===== config.mk =====
export PLATFORM = sky130hd
export DESIGN_NAME = optimal_page_replacement_flat
export DESIGN_NICKNAME = d
export VERILOG_FILES = /design/src/sv/opr_pkg.sv /design/src/sv/opr_request_if.sv /design/src/sv/opr_result_if.sv /design/src/sv/optimal_page_replacement.sv /design/src/sv/opr_ram.sv /design/src/sv/opr_cell.sv /design/src/flat_wrapper.sv
export SDC_FILE = /design/constraint.sdc
export NUM_CORES = 1
export LEC_CHECK = 0
export ABC_AREA = 0
export ABC_CLOCK_PERIOD_IN_PS = 10550
export BUFFER_PORTS_ARGS = -buffer_cell sky130_fd_sc_hd__clkbuf_2
export CORE_UTILIZATION = 50
export CTS_CLUSTER_DIAMETER = 60
export DETAILED_ROUTE_END_ITERATION = 12
export PLACE_DENSITY = 0.65
export SETUP_SLACK_MARGIN = 0.05
export SLEW_MARGIN = 20
export SYNTH_ARGS = -nofsm -noshare
export SYNTH_HDL_FRONTEND = slang
export SYNTH_HIERARCHICAL = 1
export SYNTH_SLANG_ARGS = --single-unit

===== constraint.sdc =====
create_clock -name clk -period 10.55 [get_ports clk]
set_clock_uncertainty 0.1 [all_clocks]
set_input_delay 1.055 -clock clk [delete_from_list [all_inputs] [get_ports clk]]
set_output_delay 1.055 -clock clk [all_outputs]
set_load 0.01 [all_outputs]

===== src/sv/opr_pkg.sv =====
// opr_pkg: shared constants and types for the optimal page replacement block
// no dependencies; used by the interfaces, the frame cell and the top level
package opr_pkg;

    localparam int MAX_FRAMES_DEF = 8;
    localparam int MAX_REFS_DEF   = 64;

    localparam int PAGE_W     = 8;
    localparam int CFG_W      = 4;
    localparam int IDX_W      = 6;
    localparam int SLOT_OUT_W = 3;
    localparam int FAULT_W    = 7;

    localparam logic [CFG_W-1:0] FRAMES_RESET = 4'd8;

    // control broadcast from the sequencer to every frame cell
    typedef struct packed {
        logic clear_frames;
        logic scan_start;
        logic scan_en;
        logic scan_hit;
        logic any_unseen;
        logic fill_en;
        logic evict_en;
    } opr_ctrl_t;

    // priority chain handed from one cell to the next
    typedef struct packed {
        logic hit;
        logic empty;
        logic unseen;
    } opr_chain_t;

    // per-cell status back to the sequencer
    typedef struct packed {
        logic hit;
        logic empty;
        logic victim;
        logic first;
    } opr_stat_t;

    typedef struct packed {
        logic [IDX_W-1:0]      reference_index;
        logic [PAGE_W-1:0]     referenced_page;
        logic                  was_hit;
        logic [SLOT_OUT_W-1:0] frame_slot;
        logic                  evicted_valid;
        logic [PAGE_W-1:0]     evicted_page;
        logic [FAULT_W-1:0]    fault_total;
        logic                  final_result;
    } opr_result_t;

endpackage


===== src/sv/opr_request_if.sv =====
// opr_request_if: valid/ready channel carrying one reference request
// depends on opr_pkg
interface opr_request_if
    import opr_pkg::*;
();
    logic              valid;
    logic              ready;
    logic [PAGE_W-1:0] page_number;
    logic              last_reference;

    modport source (output valid, output page_number, output last_reference, input ready);
    modport sink   (input valid, input page_number, input last_reference, output ready);
endinterface


===== src/sv/opr_result_if.sv =====
// opr_result_if: valid/ready channel carrying one replacement result
// depends on opr_pkg
interface opr_result_if
    import opr_pkg::*;
();
    logic                  valid;
    logic                  ready;
    logic [IDX_W-1:0]      reference_index;
    logic [PAGE_W-1:0]     referenced_page;
    logic                  was_hit;
    logic [SLOT_OUT_W-1:0] frame_slot;
    logic                  evicted_valid;
    logic [PAGE_W-1:0]     evicted_page;
    logic [FAULT_W-1:0]    fault_total;
    logic                  final_result;

    modport source (
        output valid, output reference_index, output referenced_page, output was_hit,
        output frame_slot, output evicted_valid, output evicted_page, output fault_total,
        output final_result, input ready
    );
    modport sink (
        input valid, input reference_index, input referenced_page, input was_hit,
        input frame_slot, input evicted_valid, input evicted_page, input fault_total,
        input final_result, output ready
    );
endinterface


===== src/sv/optimal_page_replacement.sv =====
// Optimal (farthest next use) page replacement over a loaded reference string.
// Requests are loaded one per cycle into a reference ram; the request marked last starts
// the run, which emits one result per stored reference in order. Each reference passes
// through ram read, fetch and decide in the frame cell row when it hits or fills an
// empty frame; a fault with all frames full adds a scan of the remaining references of
// the string, one per cycle through the single ram read port, and then an evict step.
// No requests are taken while a run is in progress.
// Depends on opr_pkg, opr_request_if, opr_result_if, opr_ram, opr_cell.
module optimal_page_replacement
    import opr_pkg::*;
#(
    parameter int MAX_FRAMES     = MAX_FRAMES_DEF,
    parameter int MAX_REFERENCES = MAX_REFS_DEF
) (
    input  logic             clk,
    input  logic             rst_n,
    input  logic             cfg_we,
    input  logic [CFG_W-1:0] cfg_wdata,
    opr_request_if.sink      request,
    opr_result_if.source     result
);
    localparam int ADDR_W = $clog2(MAX_REFERENCES);
    localparam int CNT_W  = $clog2(MAX_REFERENCES + 1);
    localparam int K_W    = $clog2(MAX_FRAMES + 1);
    localparam int SLOT_W = (MAX_FRAMES > 1) ? $clog2(MAX_FRAMES) : 1;

    localparam logic [2:0] ST_LOAD   = 3'd0;
    localparam logic [2:0] ST_READ   = 3'd1;
    localparam logic [2:0] ST_FETCH  = 3'd2;
    localparam logic [2:0] ST_DECIDE = 3'd3;
    localparam logic [2:0] ST_SCAN   = 3'd4;
    localparam logic [2:0] ST_EVICT  = 3'd5;

    logic [2:0]        state_reg, state_next;
    logic [CNT_W-1:0]  count_reg, count_next;
    logic [CNT_W-1:0]  i_reg, i_next;
    logic [CNT_W-1:0]  t_reg, t_next;
    logic              pend_reg, pend_next;
    logic [K_W-1:0]    k_reg, k_next;
    logic [CNT_W-1:0]  fault_reg, fault_next;
    logic [PAGE_W-1:0] cur_page_reg, cur_page_next;
    logic [CFG_W-1:0]  frames_reg;
    logic              ov_reg, ov_next;
    opr_result_t       res_reg, res_next;

    logic              ram_we;
    logic              ram_re;
    logic [ADDR_W-1:0] ram_raddr;
    logic [PAGE_W-1:0] ram_rdata;

    logic [PAGE_W-1:0] probe;
    opr_ctrl_t         ctrl;
    opr_chain_t        chain [MAX_FRAMES+1];
    opr_stat_t         stat  [MAX_FRAMES];
    logic [PAGE_W-1:0] cell_page [MAX_FRAMES];
    logic [MAX_FRAMES-1:0] first_vec;

    logic [CFG_W-1:0]  cfg_eff;
    logic [K_W-1:0]    k_eff;
    logic              any_hit, any_empty;
    logic [SLOT_W-1:0] hit_idx, empty_idx, victim_idx;
    logic [PAGE_W-1:0] victim_page;
    logic              slot_free;
    logic              accept;
    logic              is_last;
    logic [CNT_W-1:0]  i_plus;

    logic              emit, advance, miss, evicted;
    logic [SLOT_W-1:0] slot_sel;

    opr_ram #(
        .WIDTH (PAGE_W),
        .DEPTH (MAX_REFERENCES)
    ) u_ram (
        .clk   (clk),
        .we    (ram_we),
        .waddr (count_reg[ADDR_W-1:0]),
        .wdata (request.page_number),
        .re    (ram_re),
        .raddr (ram_raddr),
        .rdata (ram_rdata)
    );

    assign chain[0] = '0;

    for (genvar g = 0; g < MAX_FRAMES; g++)
    begin : g_cell
        opr_cell u_cell (
            .clk       (clk),
            .rst_n     (rst_n),
            .active    (K_W'(g) < k_reg),
            .probe     (probe),
            .ctrl      (ctrl),
            .chain_in  (chain[g]),
            .chain_out (chain[g+1]),
            .stat      (stat[g]),
            .page      (cell_page[g])
        );
        assign first_vec[g] = stat[g].first;
    end

    assign any_hit   = chain[MAX_FRAMES].hit;
    assign any_empty = chain[MAX_FRAMES].empty;

    // one-hot selects to frame numbers
    always_comb
    begin
        hit_idx     = '0;
        empty_idx   = '0;
        victim_idx  = '0;
        victim_page = '0;
        for (int f = 0; f < MAX_FRAMES; f++)
        begin
            if (stat[f].hit)
            begin
                hit_idx = hit_idx | SLOT_W'(f);
            end
            if (stat[f].empty)
            begin
                empty_idx = empty_idx | SLOT_W'(f);
            end
            if (stat[f].victim)
            begin
                victim_idx  = victim_idx | SLOT_W'(f);
                victim_page = victim_page | cell_page[f];
            end
        end
    end

    // frame count clamped to 1..MAX_FRAMES
    always_comb
    begin
        cfg_eff = (frames_reg == '0) ? CFG_W'(1) : frames_reg;
        if (32'(cfg_eff) > MAX_FRAMES)
        begin
            k_eff = K_W'(MAX_FRAMES);
        end
        else
        begin
            k_eff = K_W'(cfg_eff);
        end
    end

    assign request.ready = (state_reg == ST_LOAD);
    assign accept        = request.valid && request.ready;
    assign slot_free     = !ov_reg || result.ready;
    assign i_plus        = i_reg + 1'b1;
    assign is_last       = (i_plus == count_reg);
    assign probe         = (state_reg == ST_SCAN) ? ram_rdata : cur_page_reg;

    always_comb
    begin
        state_next    = state_reg;
        count_next    = count_reg;
        i_next        = i_reg;
        t_next        = t_reg;
        pend_next     = pend_reg;
        k_next        = k_reg;
        fault_next    = fault_reg;
        cur_page_next = cur_page_reg;
        ov_next       = ov_reg;
        res_next      = res_reg;

        ram_we    = 1'b0;
        ram_re    = 1'b0;
        ram_raddr = i_reg[ADDR_W-1:0];

        ctrl            = '0;
        ctrl.any_unseen = chain[MAX_FRAMES].unseen;
        ctrl.scan_hit   = |first_vec;

        emit     = 1'b0;
        advance  = 1'b0;
        miss     = 1'b0;
        evicted  = 1'b0;
        slot_sel = hit_idx;

        if (result.ready)
        begin
            ov_next = 1'b0;
        end

        case (state_reg)
            ST_LOAD:
            begin
                if (accept)
                begin
                    if (count_reg < CNT_W'(MAX_REFERENCES))
                    begin
                        ram_we     = 1'b1;
                        count_next = count_reg + 1'b1;
                    end
                    if (request.last_reference)
                    begin
                        k_next     = k_eff;
                        i_next     = '0;
                        state_next = ST_READ;
                    end
                end
            end
            ST_READ:
            begin
                ram_re     = 1'b1;
                state_next = ST_FETCH;
            end
            ST_FETCH:
            begin
                cur_page_next = ram_rdata;
                state_next    = ST_DECIDE;
            end
            ST_DECIDE:
            begin
                if (any_hit || any_empty)
                begin
                    if (slot_free)
                    begin
                        emit    = 1'b1;
                        advance = 1'b1;
                        if (!any_hit)
                        begin
                            miss         = 1'b1;
                            slot_sel     = empty_idx;
                            ctrl.fill_en = 1'b1;
                        end
                    end
                end
                else
                begin
                    ctrl.scan_start = 1'b1;
                    t_next          = i_plus;
                    pend_next       = 1'b0;
                    state_next      = ST_SCAN;
                end
            end
            ST_SCAN:
            begin
                ctrl.scan_en = pend_reg;
                if (t_reg < count_reg)
                begin
                    ram_re    = 1'b1;
                    ram_raddr = t_reg[ADDR_W-1:0];
                    t_next    = t_reg + 1'b1;
                    pend_next = 1'b1;
                end
                else
                begin
                    pend_next = 1'b0;
                    if (!pend_reg)
                    begin
                        state_next = ST_EVICT;
                    end
                end
            end
            ST_EVICT:
            begin
                if (slot_free)
                begin
                    emit          = 1'b1;
                    advance       = 1'b1;
                    miss          = 1'b1;
                    evicted       = 1'b1;
                    slot_sel      = victim_idx;
                    ctrl.evict_en = 1'b1;
                end
            end
            default:
            begin
                state_next = ST_LOAD;
            end
        endcase

        if (emit)
        begin
            fault_next               = fault_reg + CNT_W'(miss);
            ov_next                  = 1'b1;
            res_next.reference_index = IDX_W'(i_reg);
            res_next.referenced_page = cur_page_reg;
            res_next.was_hit         = !miss;
            res_next.frame_slot      = SLOT_OUT_W'(slot_sel);
            res_next.evicted_valid   = evicted;
            res_next.evicted_page    = evicted ? victim_page : '0;
            res_next.fault_total     = FAULT_W'(fault_next);
            res_next.final_result    = is_last;
        end

        if (advance)
        begin
            if (is_last)
            begin
                count_next        = '0;
                fault_next        = '0;
                ctrl.clear_frames = 1'b1;
                state_next        = ST_LOAD;
            end
            else
            begin
                i_next     = i_plus;
                state_next = ST_READ;
            end
        end
    end

    always_ff @(posedge clk or negedge rst_n)
    begin
        if (!rst_n)
        begin
            state_reg  <= ST_LOAD;
            count_reg  <= '0;
            i_reg      <= '0;
            t_reg      <= '0;
            pend_reg   <= 1'b0;
            k_reg      <= '0;
            fault_reg  <= '0;
            frames_reg <= FRAMES_RESET;
            ov_reg     <= 1'b0;
        end
        else
        begin
            state_reg <= state_next;
            count_reg <= count_next;
            i_reg     <= i_next;
            t_reg     <= t_next;
            pend_reg  <= pend_next;
            k_reg     <= k_next;
            fault_reg <= fault_next;
            ov_reg    <= ov_next;
            if (cfg_we)
            begin
                frames_reg <= cfg_wdata;
            end
        end
    end

    always_ff @(posedge clk)
    begin
        cur_page_reg <= cur_page_next;
        res_reg      <= res_next;
    end

    assign result.valid           = ov_reg;
    assign result.reference_index = res_reg.reference_index;
    assign result.referenced_page = res_reg.referenced_page;
    assign result.was_hit         = res_reg.was_hit;
    assign result.frame_slot      = res_reg.frame_slot;
    assign result.evicted_valid   = res_reg.evicted_valid;
    assign result.evicted_page    = res_reg.evicted_page;
    assign result.fault_total     = res_reg.fault_total;
    assign result.final_result    = res_reg.final_result;
endmodule


===== src/sv/opr_ram.sv =====
// opr_ram: generic single write port, single read port ram with registered read
// no dependencies
module opr_ram #(
    parameter int WIDTH = 8,
    parameter int DEPTH = 64
) (
    input  logic                     clk,
    input  logic                     we,
    input  logic [$clog2(DEPTH)-1:0] waddr,
    input  logic [WIDTH-1:0]         wdata,
    input  logic                     re,
    input  logic [$clog2(DEPTH)-1:0] raddr,
    output logic [WIDTH-1:0]         rdata
);
    logic [WIDTH-1:0] mem [DEPTH];

    always_ff @(posedge clk)
    begin
        if (we)
        begin
            mem[waddr] <= wdata;
        end
        if (re)
        begin
            rdata <= mem[raddr];
        end
    end
endmodule


===== src/sv/opr_cell.sv =====
// opr_cell: one page frame with its next-use tracking for the eviction scan
// depends on opr_pkg; chained by the top level through opr_chain_t
module opr_cell
    import opr_pkg::*;
(
    input  logic              clk,
    input  logic              rst_n,
    input  logic              active,
    input  logic [PAGE_W-1:0] probe,
    input  opr_ctrl_t         ctrl,
    input  opr_chain_t        chain_in,
    output opr_chain_t        chain_out,
    output opr_stat_t         stat,
    output logic [PAGE_W-1:0] page
);
    logic [PAGE_W-1:0] page_reg;
    logic              valid_reg;
    logic              seen_reg;
    logic              last_reg;
    logic              match;
    logic              free;
    logic              unseen;
    logic              write_sel;

    assign match  = active && valid_reg && (page_reg == probe);
    assign free   = active && !valid_reg;
    assign unseen = active && !seen_reg;

    assign chain_out.hit    = chain_in.hit | match;
    assign chain_out.empty  = chain_in.empty | free;
    assign chain_out.unseen = chain_in.unseen | unseen;

    assign stat.hit    = match && !chain_in.hit;
    assign stat.empty  = free && !chain_in.empty;
    assign stat.victim = ctrl.any_unseen ? (unseen && !chain_in.unseen) : last_reg;
    assign stat.first  = match && !seen_reg;

    assign write_sel = (ctrl.fill_en && stat.empty) || (ctrl.evict_en && stat.victim);
    assign page      = page_reg;

    always_ff @(posedge clk)
    begin
        if (write_sel)
        begin
            page_reg <= probe;
        end
    end

    always_ff @(posedge clk or negedge rst_n)
    begin
        if (!rst_n)
        begin
            valid_reg <= 1'b0;
            seen_reg  <= 1'b0;
            last_reg  <= 1'b0;
        end
        else
        begin
            if (ctrl.clear_frames)
            begin
                valid_reg <= 1'b0;
            end
            else if (write_sel)
            begin
                valid_reg <= 1'b1;
            end

            if (ctrl.scan_start)
            begin
                seen_reg <= 1'b0;
                last_reg <= 1'b0;
            end
            else if (ctrl.scan_en)
            begin
                // first later use of this page: it is now the farthest seen so far
                if (stat.first)
                begin
                    seen_reg <= 1'b1;
                    last_reg <= 1'b1;
                end
                else if (ctrl.scan_hit)
                begin
                    last_reg <= 1'b0;
                end
            end
        end
    end
endmodule

===== src/flat_wrapper.sv =====
// flat-port wrapper written by rule: the top's interface ports become plain ports
module optimal_page_replacement_flat import opr_pkg::*;
#(
    parameter int MAX_FRAMES     = MAX_FRAMES_DEF,
    parameter int MAX_REFERENCES = MAX_REFS_DEF
)
  (clk, rst_n, cfg_we, cfg_wdata, request_valid, request_page_number, request_last_reference, request_ready, result_valid, result_reference_index, result_referenced_page, result_was_hit, result_frame_slot, result_evicted_valid, result_evicted_page, result_fault_total, result_final_result, result_ready);
  opr_request_if request_i ();
  opr_result_if result_i ();
  input  logic clk;
  input  logic rst_n;
  input  logic cfg_we;
  input  logic [CFG_W-1:0] cfg_wdata;
  input wire logic [$bits(request_i.valid)-1:0] request_valid;
  input wire logic [$bits(request_i.page_number)-1:0] request_page_number;
  input wire logic [$bits(request_i.last_reference)-1:0] request_last_reference;
  output wire logic [$bits(request_i.ready)-1:0] request_ready;
  output wire logic [$bits(result_i.valid)-1:0] result_valid;
  output wire logic [$bits(result_i.reference_index)-1:0] result_reference_index;
  output wire logic [$bits(result_i.referenced_page)-1:0] result_referenced_page;
  output wire logic [$bits(result_i.was_hit)-1:0] result_was_hit;
  output wire logic [$bits(result_i.frame_slot)-1:0] result_frame_slot;
  output wire logic [$bits(result_i.evicted_valid)-1:0] result_evicted_valid;
  output wire logic [$bits(result_i.evicted_page)-1:0] result_evicted_page;
  output wire logic [$bits(result_i.fault_total)-1:0] result_fault_total;
  output wire logic [$bits(result_i.final_result)-1:0] result_final_result;
  input wire logic [$bits(result_i.ready)-1:0] result_ready;
  assign request_i.valid = request_valid;
  assign request_i.page_number = request_page_number;
  assign request_i.last_reference = request_last_reference;
  assign request_ready = request_i.ready;
  assign result_valid = result_i.valid;
  assign result_reference_index = result_i.reference_index;
  assign result_referenced_page = result_i.referenced_page;
  assign result_was_hit = result_i.was_hit;
  assign result_frame_slot = result_i.frame_slot;
  assign result_evicted_valid = result_i.evicted_valid;
  assign result_evicted_page = result_i.evicted_page;
  assign result_fault_total = result_i.fault_total;
  assign result_final_result = result_i.final_result;
  assign result_i.ready = result_ready;
  optimal_page_replacement #(.MAX_FRAMES(MAX_FRAMES), .MAX_REFERENCES(MAX_REFERENCES)) u_core (.clk(clk), .rst_n(rst_n), .cfg_we(cfg_we), .cfg_wdata(cfg_wdata), .request(request_i), .result(result_i));
endmodule

==> summary.md, run 1 <==
| Metric | Value |
|---|---|
| Slowest cell on crit path | nor2_1 |
| Multi-input combinational cell area | 8240 sq um |
| Switching Power | around 2.2 mW |
| Worst Tran Pin Value | 1000 ps |
| Via Count | 16100 |
| Worst vdd ir | 237 uV |
| Die footprint | approximately 59000 sq um |
| Crit start category | flop |
| Critical-path cell list | nand2b_1 > nor2_1 > nand2_1 > nand2_1 > xor2_1 > nor4_2 > nand3_2 > or2b_1 > or2b_1 > or2b_1 > or2b_1 > or2b_1 > or2b_1 > or2b_1 > or2b_1 > nor2_1 > nand2_1 > o21ai_0 > ha_1 > ha_1 > nand3_1 > xnor2_1 > a22o_1 |
| Vias in the first global route | 16400 |
| Max-slew headroom | 32.9% |
| Initial antenna violation count | 0 |
| CTS Hold Buffers Added | 0 |
| Setup TNS | 0 ps |
| Largest register FFs | between 500 and 600 |
| LEAKAGE | around 11 nW |
| CTS Sinks | 692 |
| Final layout net count | roughly 1900 |
| Worst Reg-to-Reg Cells | 23 |
| Clock power frac | between 30% and 40% |
| Post-CTS Setup Repair Bufs | 0 |
| Max-cap violations | 0 |
| DR WL/cell | 24.9 microns |
| Rows | 88 |
| Maximum clock rate | 0.152 GHz |
| Critical path class | flop to flop |
| Sequential power share | 43.9% |
| Vias per inst | ~6.0 |
| Status | finished clean |
| Synthesized area | ~30000 sq um |
| Most used cell along the critical path | or2b_1 |
| RSZ-0062 raised after global routing | false |
| Register area | 20500 sq um |
| Ys Warns | 6 |
| Switching fraction of total power | 28.9% |
| Core ar. | slightly below 60000 sq um |
| Routed WL | 66300 microns |
| Overall Power | 7.58 mW |
| Critical Path Fanout Max | 16 |
| Final period utilization | 62.5% |
| Power Density | 233 nW/um^2 |
| Power Internal | 5.39 mW |
| First-pass GRT wire length | 102000 microns |
| Critical Path End Type | flop |
| Cell count along the critical path | 23 |
| DR DRC count | 0 |
| Post-CTS sizing | 0 |
| Fillers | 4500 |
| Hold Path Stages | 0 |
| Port bufs | 54 |
| Worst Path Required | 10930 ps |
| Logic pwr share | a little under a quarter |
| Drt initial violations | 1583 |
| TritonCTS clock tree | yes |
| Total GRT Usage | 22.9% |
| Syn Inst Count | 1764 |
| Clock period minus final worst setup slack | 6590 ps |
| Num CTS Buffers | 76 |
| Critical path data arrival time | 6970 ps |
| Slowest stage delay, CP | around 730 ps |
| Largest net degree at the start of global routing | ~110 |
| Skew-Pair Late Insertion Delay | 630 ps |
| CTS Root Cell | clkbuf_16 |
| Final Hold Fails | 0 |
| Die height | 244 microns |
| Final global-route overflow total | 0 |
| Final setup violation count | 0 |
| Slew Viols, Final | 0 |
| GPL Wtd Cong | between 0.8 and 0.9 |
| I/O Pins | 55 |
| Worst Hold Class | flop to flop |
| Layout cell share with drive strength beyond 1 | a little under a fifth |
| Final HPWL DP | 41600 microns |
| Mapped Avg Cell Area | 16.5 sq um |
| Antenna viol nets, final | 0 |
| Clock transition at path regs | about 60 ps |
| Crit path buf inv count | 0 |
| Synthesis-to-layout area growth | 11.5% |
| Die width | 244 microns |
| Initial core utilization | 50.6% |
| Drt pass-1 iters | 5 |
| H-Tree Depth | 3 |
| Family with the most delay on the worst path | simple AND/OR/NAND/NOR gates |
| Clk buf depth | 3 |
worst paths after layout:
kind,slack [ps],to,from
min,350,u_core/cur_page_reg[3],u_core/u_ram/rdata[3]
max reg2reg,3960,u_core/fault_reg[6],u_core/state_reg[1]
max,3960,u_core/fault_reg[6],u_core/state_reg[1]
min reg2reg,350,u_core/cur_page_reg[3],u_core/u_ram/rdata[3]
min in group asynchronous,550,u_core/count_reg[5],rst_n
max in group asynchronous,9220,u_core/g_cell[3].u_cell/valid_reg,rst_n
cells in the final DEF, fill, tap and decap left out, drive strengths merged, types with 13 or more instances in the layout:
master  count
o22ai      29
xnor2      22
nor4       18
a22o       19
nand3      38
mux4      107
a221oi     13
o31ai      16
xor2       59
a22oi      33
buf        21
nor2      126
nand2b     45
inv        24
nand2     112
and3       13
mux2i      48
nor2b      18
clkinv     27
nor3       19
edfxtp    627
a21oi      39
clkbuf    153
dfrtp      64
o21ai      23
mux2       29
metrics by stage:
stage / hold slack (ps) / utilization (%) / std cells / instance area (sq um) / setup WS, ps
3_5_place_dp: 344 / 52.3 / 2530 / 30200 / 3940
6_report: 354 / 56.4 / 2665 / 32500 / 3960
5_1_grt: 374 / 56.4 / 2664 / 32500 / 3390
4_1_cts: 359 / 56.4 / 2664 / 32500 / 3910
2_1_floorplan: 326 / - / 1768 / 29200 / 5020
3_3_place_gp: 354 / 52.3 / 2530 / 30200 / 4180
power groups by stage:
| stage | registers, mW | logic [mW] | clock network, mW |
|---|---|---|---|
| floorplan | 3.35 | 1.27 | 0 |
| global placement | 3.38 | 1.73 | 0 |
| detailed placement | 3.39 | 1.74 | 0 |
| CTS | 3.33 | 1.75 | 2.57 |
| global route | 3.35 | 1.88 | 2.67 |
| finish | 3.33 | 1.73 | 2.52 |
per-layer routing:
metal	global-route usage (%)	share of wire, %
met2	36.7	49
met3	4.00	6.0
met5	0	0
met4	7.90	3.2
met1	31.8	42
final cells by class:
class	count	area share (%)
antenna	1	0.00769
inverter	22	0.254
clock buffer	100	6.31
multi-input combinational	977	25.3
clock inverter	34	0.958
timing repair buffer	74	1.33
tap	765	2.94
sequential	692	62.9
Power figures use the tool's default switching activity.
==> run 2: changes to the inputs <==
--- a/config.mk
+++ b/config.mk
@@ -6,7 +6,7 @@
 export NUM_CORES = 1
 export LEC_CHECK = 0
 export ABC_AREA = 0
-export ABC_CLOCK_PERIOD_IN_PS = 10550
+export ABC_CLOCK_PERIOD_IN_PS = 6200
 export BUFFER_PORTS_ARGS = -buffer_cell sky130_fd_sc_hd__clkbuf_2
 export CORE_UTILIZATION = 50
 export CTS_CLUSTER_DIAMETER = 60
==> constraint.sdc (replaced) <==
create_clock -name clk -period 6.2 [get_ports clk]
set_clock_uncertainty 0.1 [all_clocks]
set_input_delay 0.62 -clock clk [delete_from_list [all_inputs] [get_ports clk]]
set_output_delay 0.62 -clock clk [all_outputs]
set_load 0.01 [all_outputs]
==> run 2 against run 1 <==
Cell area rose by 0.86%. Critical path depth up 2. Setup slack got worse by 3400 ps. Clock-buffer cell count down 1. First-iteration DRC count up 1.8%. Largest power group unchanged. Global-route usage about the same.
==> summary.md, run 2 (synthesized netlist as in run 1, its figures left out) <==
| Metric | Value |
|---|---|
| Maximum clock rate | 0.177 GHz (+17%) |
| First-pass GRT wire length | 102000 microns (+0.20%) |
| Setup TNS | 0 ps (unchanged) |
| LEAKAGE | 10.9 nW (+1.4%) |
| Final period utilization | 91.2% (+29 points) |
| Clock transition at path regs | 60 ps (about the same) |
| Hold WS | 115 ps (-239 ps) |
| Vias per inst | 6.04 (about the same) |
| FF-to-FF Start | u_core/state_reg[1] |
| Worst Reg-to-Reg Cells | 25 (+8.7%) |
| FF-to-FF End | u_core/fault_reg[6] |
| # diodes | 0 (-1) |
| Critical path origin | u_core/state_reg[1] |
| Via Count | 16200 (+0.83%) |
| Total GRT Usage | 22.9% (about the same) |
| Synthesis-to-layout area growth | 12.4% |
| Internal reg-to-reg setup slack | 540 ps (-3410 ps) |
| Most frequent cells in the layout | 627 x edfxtp_1, 124 x nor2_1, 112 x nand2_1, 107 x mux4_2, 78 x clkbuf_16 |
| Initial antenna violation count | 0 (unchanged) |
| Max-slew headroom | 31.7% (-1.2 points) |
| GPL Wtd Cong | 0.914 (+5.7%) |
| Port bufs | 54 (unchanged) |
| Power Density | 401 nW/um^2 (+72%) |
| Routed WL | 66400 microns (+0.11%) |
| Multi-input combinational cell area | 8240 sq um (about the same) |
| CTS Sinks | 692 (unchanged) |
| DR WL/cell | 24.7 microns (-0.71%) |
| RSZ-0062 raised after global routing | false |
| Slew Viols, Final | 0 (unchanged) |
| CTS Root Cell | clkbuf_16 |
| Register area | 20500 sq um (unchanged) |
| Worst Hold Class | primary input to asynchronous set/reset pin |
| Die footprint | 59300 sq um (unchanged) |
| DR DRC count | 0 (unchanged) |
| Status | finished clean |
| Critical Path Fanout Max | 16 (unchanged) |
| Final HPWL DP | 42700 microns (+2.7%) |
| TritonCTS clock tree | yes |
| Vias in the first global route | 16400 (-0.24%) |
| Critical Path End Type | flop |
| Critical path data arrival time | 6040 ps (-930 ps) |
| I/O Pins | 55 (unchanged) |
| Commonest non-fill, non-tap cell in the layout | edfxtp_1 |
| Num CTS Buffers | 75 (-1.3%) |
| Initial core utilization | 50.6% (unchanged) |
| Die width | 244 microns (unchanged) |
| Layout cell share with drive strength beyond 1 | 19.6% (+0.87 points) |
| Worst vdd ir | 248 uV (+4.8%) |
| Crit start category | flop |
| Clk buf depth | 3 (unchanged) |
| CTS Hold Buffers Added | 0 (unchanged) |
| Critical path class | flop to flop |
| Final Hold Fails | 0 (unchanged) |
| Worst Path Required | 6580 ps (-4350 ps) |
| Final layout net count | 1890 (+0.96%) |
| Core ar. | 57700 sq um (unchanged) |
| Antenna viol nets, final | 0 (unchanged) |
| Rows | 88 (unchanged) |
| Skew-Pair Late Insertion Delay | 610 ps (-20 ps) |
| Fillers | 4476 (-0.53%) |
| Drt initial violations | 1612 (+1.8%) |
| Die height | 244 microns (unchanged) |
| Largest net degree at the start of global routing | 66 (-38%) |
| H-Tree Depth | 3 (unchanged) |
| Post-CTS Setup Repair Bufs | 0 (unchanged) |
| Largest register FFs | 512 (unchanged) |
| Drt pass-1 iters | 6 (+1) |
| Post-CTS sizing | 0 (unchanged) |
| Final setup violation count | 0 (unchanged) |
| Worst Tran Pin Value | 1030 ps (+22.1 ps) |
| Clock period minus final worst setup slack | 5660 ps (-936 ps) |
| Final global-route overflow total | 0 (unchanged) |
| Max-cap violations | 0 (unchanged) |
## run 2: changes by cell type in the layout (fill, tap and decap cells not counted), moves of 2 or more
| cell | delta |
|---|---|
| clkbuf_8 | -4 |
| bufinv_16 | +3 |
| buf_4 | +14 |
| clkinv_2 | +2 |
| buf_12 | +5 |
| clkbuf_1 | +2 |
## run 2: critical path, cell delays in order (launching register included)
cell and delay, ps:
dfrtp_1 470, nand2b_1 240, nor2_1 470, nand2_1 110, nand2_1 90, buf_4 250
xor2_1 200, nor4_2 90, nand3_2 130, or2b_1 250, or2b_1 240, or2b_1 240
or2b_1 230, or2b_1 240, or2b_1 240, or2b_1 240, or2b_1 260, nor2_1 150
nand2_1 120, o21ai_0 180, buf_4 160, ha_1 180, ha_1 210, nand3_1 100
xnor2_1 140, a22o_1 190
## run 2: metrics by stage
| stage | total power [mW] | worst slack (ps) | utilization [%] | cells | cell area [sq um] |
|---|---|---|---|---|---|
| finish | 13.2 | 544 | 56.9 | 2687 | 32800 |
| global route | 13.7 | 101 | 56.9 | 2687 | 32800 |
| CTS | 13.3 | 553 | 56.9 | 2687 | 32800 |
| detailed placement | 8.86 | 581 | 52.6 | 2549 | 30400 |
| global placement | 8.82 | 726 | 52.6 | 2549 | 30400 |
| floorplan | 7.87 | 672 | - | 1768 | 29200 |
## run 2: layout make-up
type | instances | share of cell area [%]
Clock inverter | 39 | 1.26
Inverter | 22 | 0.252
Tap cell | 765 | 2.92
Sequential cell | 692 | 62.3
Timing Repair Buffer | 93 | 1.94
Clock buffer | 99 | 6.19
Multi-Input combinational cell | 977 | 25.1
## run 2: routing by layer
metal	GRT usage (%)	vias up	routed length, microns	share of wire [%]
met3	3.64	136	4020	6.0
met4	8.69	0	2420	3.6
met1	31.5	8313	27800	42
met5	0	-	0	0
met2	36.9	626	32200	48
li1	-	7158	-	-
## run 2: power by group
part           switching [mW]  internal (mW)
clock                    1.78           2.62
combinational            1.81           1.30
sequential              0.202           5.45
total                    3.79           9.36
## run 2: how the worst max path moves through the flow
stage	end	slack, ps	cells past startpoint
3_5_place_dp	u_core/fault_reg[6]	580	25
4_1_cts	u_core/fault_reg[6]	550	25
2_1_floorplan	u_core/count_reg[1]	670	24
3_3_place_gp	u_core/fault_reg[6]	730	25
5_1_grt	u_core/fault_reg[6]	100	25
6_report	u_core/fault_reg[6]	540	25
==> run 3: changes to the inputs <==
--- a/config.mk
+++ b/config.mk
@@ -6,7 +6,7 @@
 export NUM_CORES = 1
 export LEC_CHECK = 0
 export ABC_AREA = 0
-export ABC_CLOCK_PERIOD_IN_PS = 6200
+export ABC_CLOCK_PERIOD_IN_PS = 7200
 export BUFFER_PORTS_ARGS = -buffer_cell sky130_fd_sc_hd__clkbuf_2
 export CORE_UTILIZATION = 50
 export CTS_CLUSTER_DIAMETER = 60
==> constraint.sdc (replaced) <==
create_clock -name clk -period 7.2 [get_ports clk]
set_clock_uncertainty 0.1 [all_clocks]
set_input_delay 1.44 -clock clk [delete_from_list [all_inputs] [get_ports clk]]
set_output_delay 1.44 -clock clk [all_outputs]
set_load 0.01 [all_outputs]
==> run 3 against run 2 <==
Register-to-register slack improved by 440 ps. Non-clock buffer count is 9 lower. Global-route usage rose by 0.26 points. Critical path depth fell by 3. Critical path type unchanged. Critical endpoint is now u_core/count_reg[1]. Highest routed layer unchanged.
==> summary.md, run 3 (synthesized netlist as in run 1, its figures left out) <==
| Metric | Value |
|---|---|
| LEAKAGE | 10.8 nW (-0.78%) |
| Port bufs | 54 (unchanged) |
| Largest net degree at the start of global routing | 87 (+32%) |
| Hold_sp | u_core/u_ram/rdata[3] |
| Vias per inst | 6.13 (+1.5%) |
| FF-to-FF Start | u_core/state_reg[2] |
| TritonCTS clock tree | yes |
| Status | finished clean |
| Critical Path Fanout Max | 21 (+5) |
| CTS Sinks | 692 (unchanged) |
| Final setup violation count | 0 (unchanged) |
| CTS Root Cell | clkbuf_16 |
| Dpl cell area | 30300 sq um (-0.35%) |
| Final WS setup | 980 ps (+436 ps) |
| Initial antenna violation count | 0 (unchanged) |
| Cell area after layout | 32700 sq um (-0.45%) |
| Total GRT Usage | 23.1% (+0.26 points) |
| Final HPWL DP | 42300 microns (-0.98%) |
| Multi-input combinational cell area | 8240 sq um (unchanged) |
| Slowest stage delay, CP | 540 ps (+70 ps) |
| Clock transition at path regs | 60 ps (about the same) |
| Register area | 20500 sq um (unchanged) |
| Critical path data arrival time | 6650 ps (+610 ps) |
| Via Count | 16400 (+0.93%) |
| # diodes | 0 (unchanged) |
| Skew-Pair Late Insertion Delay | 630 ps (+20 ps) |
| Critical Path End Type | flop |
| Worst vdd ir | 271 uV (+9.1%) |
| Critical-path cell list | nor2b_1 > nand2b_1 > nand2_1 > nand2_1 > buf_4 > xnor2_1 > and3_1 > nand3_2 > or2b_1 > or2b_1 > or2b_1 > or2b_1 > or2b_1 > or2b_1 > or2b_1 > or2b_1 > nor2_1 > o21ai_1 > nand3_4 > clkinv_1 > and2_2 > a21oi_1 |
| I/O Pins | 55 (unchanged) |
| Slew Viols, Final | 0 (unchanged) |
| Die footprint | 59300 sq um (unchanged) |
| Core ar. | 57700 sq um (unchanged) |
| Critical path origin | u_core/state_reg[2] |
| Die width | 244 microns (unchanged) |
| Overall Power | 11.3 mW (-14%) |
| Antenna viol nets, final | 0 (unchanged) |
| Crit path buf inv count | 2 (unchanged) |
| Max-cap violations | 0 (unchanged) |
| Post-CTS sizing | 0 (unchanged) |
| Family with the most delay on the worst path | simple AND/OR/NAND/NOR gates |
| Hold WS | 358 ps (+243 ps) |
| Fillers | 4480 (+0.089%) |
| Crit start category | flop |
| H-Tree Depth | 3 (unchanged) |
| Final period utilization | 86.4% (-4.8 points) |
| DR WL/cell | 25.3 microns (+2.5%) |
| Setup TNS | 0 ps (unchanged) |
| Critical path class | flop to flop |
| RSZ-0062 raised after global routing | false |
| Die height | 244 microns (unchanged) |
| Drt initial violations | 1615 (+0.19%) |
| Initial core utilization | 50.6% (unchanged) |
| Most used cell along the critical path | or2b_1 |
| Worst Path Required | 7630 ps (+1050 ps) |
| Worst Hold Class | flop to flop |
| Routed WL | 67700 microns (+1.9%) |
| Post-CTS Setup Repair Bufs | 0 (unchanged) |
| Slowest cell on crit path | dfrtp_1 |
| First-pass GRT wire length | 102000 microns (+0.12%) |
| Final global-route overflow total | 0 (unchanged) |
| Clk buf depth | 3 (unchanged) |
| Maximum clock rate | 0.161 GHz (-9.1%) |
| CTS Hold Buffers Added | 0 (unchanged) |
| Drt pass-1 iters | 7 (+1) |
| Clock period minus final worst setup slack | 6220 ps (+564 ps) |
| GPL Wtd Cong | 0.877 (-4.0%) |
| Largest register FFs | 512 (unchanged) |
| Final Hold Fails | 0 (unchanged) |
| Commonest non-fill, non-tap cell in the layout | edfxtp_1 |
| Setup WS pre-CTS | 1070 ps (+492 ps) |
| Final layout net count | 1879 (-0.58%) |
| Layout cell share with drive strength beyond 1 | 19.0% (-0.58 points) |
| Vias in the first global route | 16300 (-0.19%) |
| Power Density | 345 nW/um^2 (-14%) |
| DR DRC count | 0 (unchanged) |
| Num CTS Buffers | 73 (-2.7%) |
| Max-slew headroom | 34.7% (+3.1 points) |
| Synthesis-to-layout area growth | 11.9% |
| Most frequent cells in the layout | 627 x edfxtp_1, 124 x nor2_1, 112 x nand2_1, 107 x mux4_2, 76 x clkbuf_16 |
| Rows | 88 (unchanged) |
| Worst Tran Pin Value | 979 ps (-45.8 ps) |
run 3: worst paths after layout:
check | end | depth (start not counted) | slack [ps]
min in group asynchronous | u_core/fault_reg[4] | 2 | 920
worst max-delay path | u_core/count_reg[1] | 22 | 980
worst min-delay path | u_core/cur_page_reg[3] | 0 | 360
worst max register to register | u_core/count_reg[1] | 22 | 980
worst min register to register | u_core/cur_page_reg[3] | 0 | 360
max in group asynchronous | u_core/g_cell[2].u_cell/last_reg | 2 | 5500
run 3: per-layer routing:
metal / GRT usage (%) / vias to the layer above / share of wire, %
met5: 0 / - / 0
met4: 8.42 / 0 / 3.4
met3: 3.87 / 137 / 6.2
met2: 37.4 / 655 / 49
met1: 31.9 / 8442 / 42
li1: - / 7150 / -
run 3: stage by stage:
stage,std cells,util [%]
3_5_place_dp,2540,52.5
3_3_place_gp,2540,52.5
6_report,2672,56.6
4_1_cts,2672,56.6
5_1_grt,2672,56.6
2_1_floorplan,1768,-
run 3: report_power, final:
part	switching [mW]	internal (mW)	total, mW
clock network	1.54	2.23	3.77
registers	0.192	4.69	4.88
logic	1.53	1.08	2.61
total	3.26	8.00	11.3
run 3: area by class of cell:
class	instances	area share, %
flip-flops and latches	692	62.6
multi-input cells	977	25.2
clock buffers	90	5.98
well taps	765	2.93
repair buffers	84	1.63
clock inverters	42	1.37
inverters	22	0.253
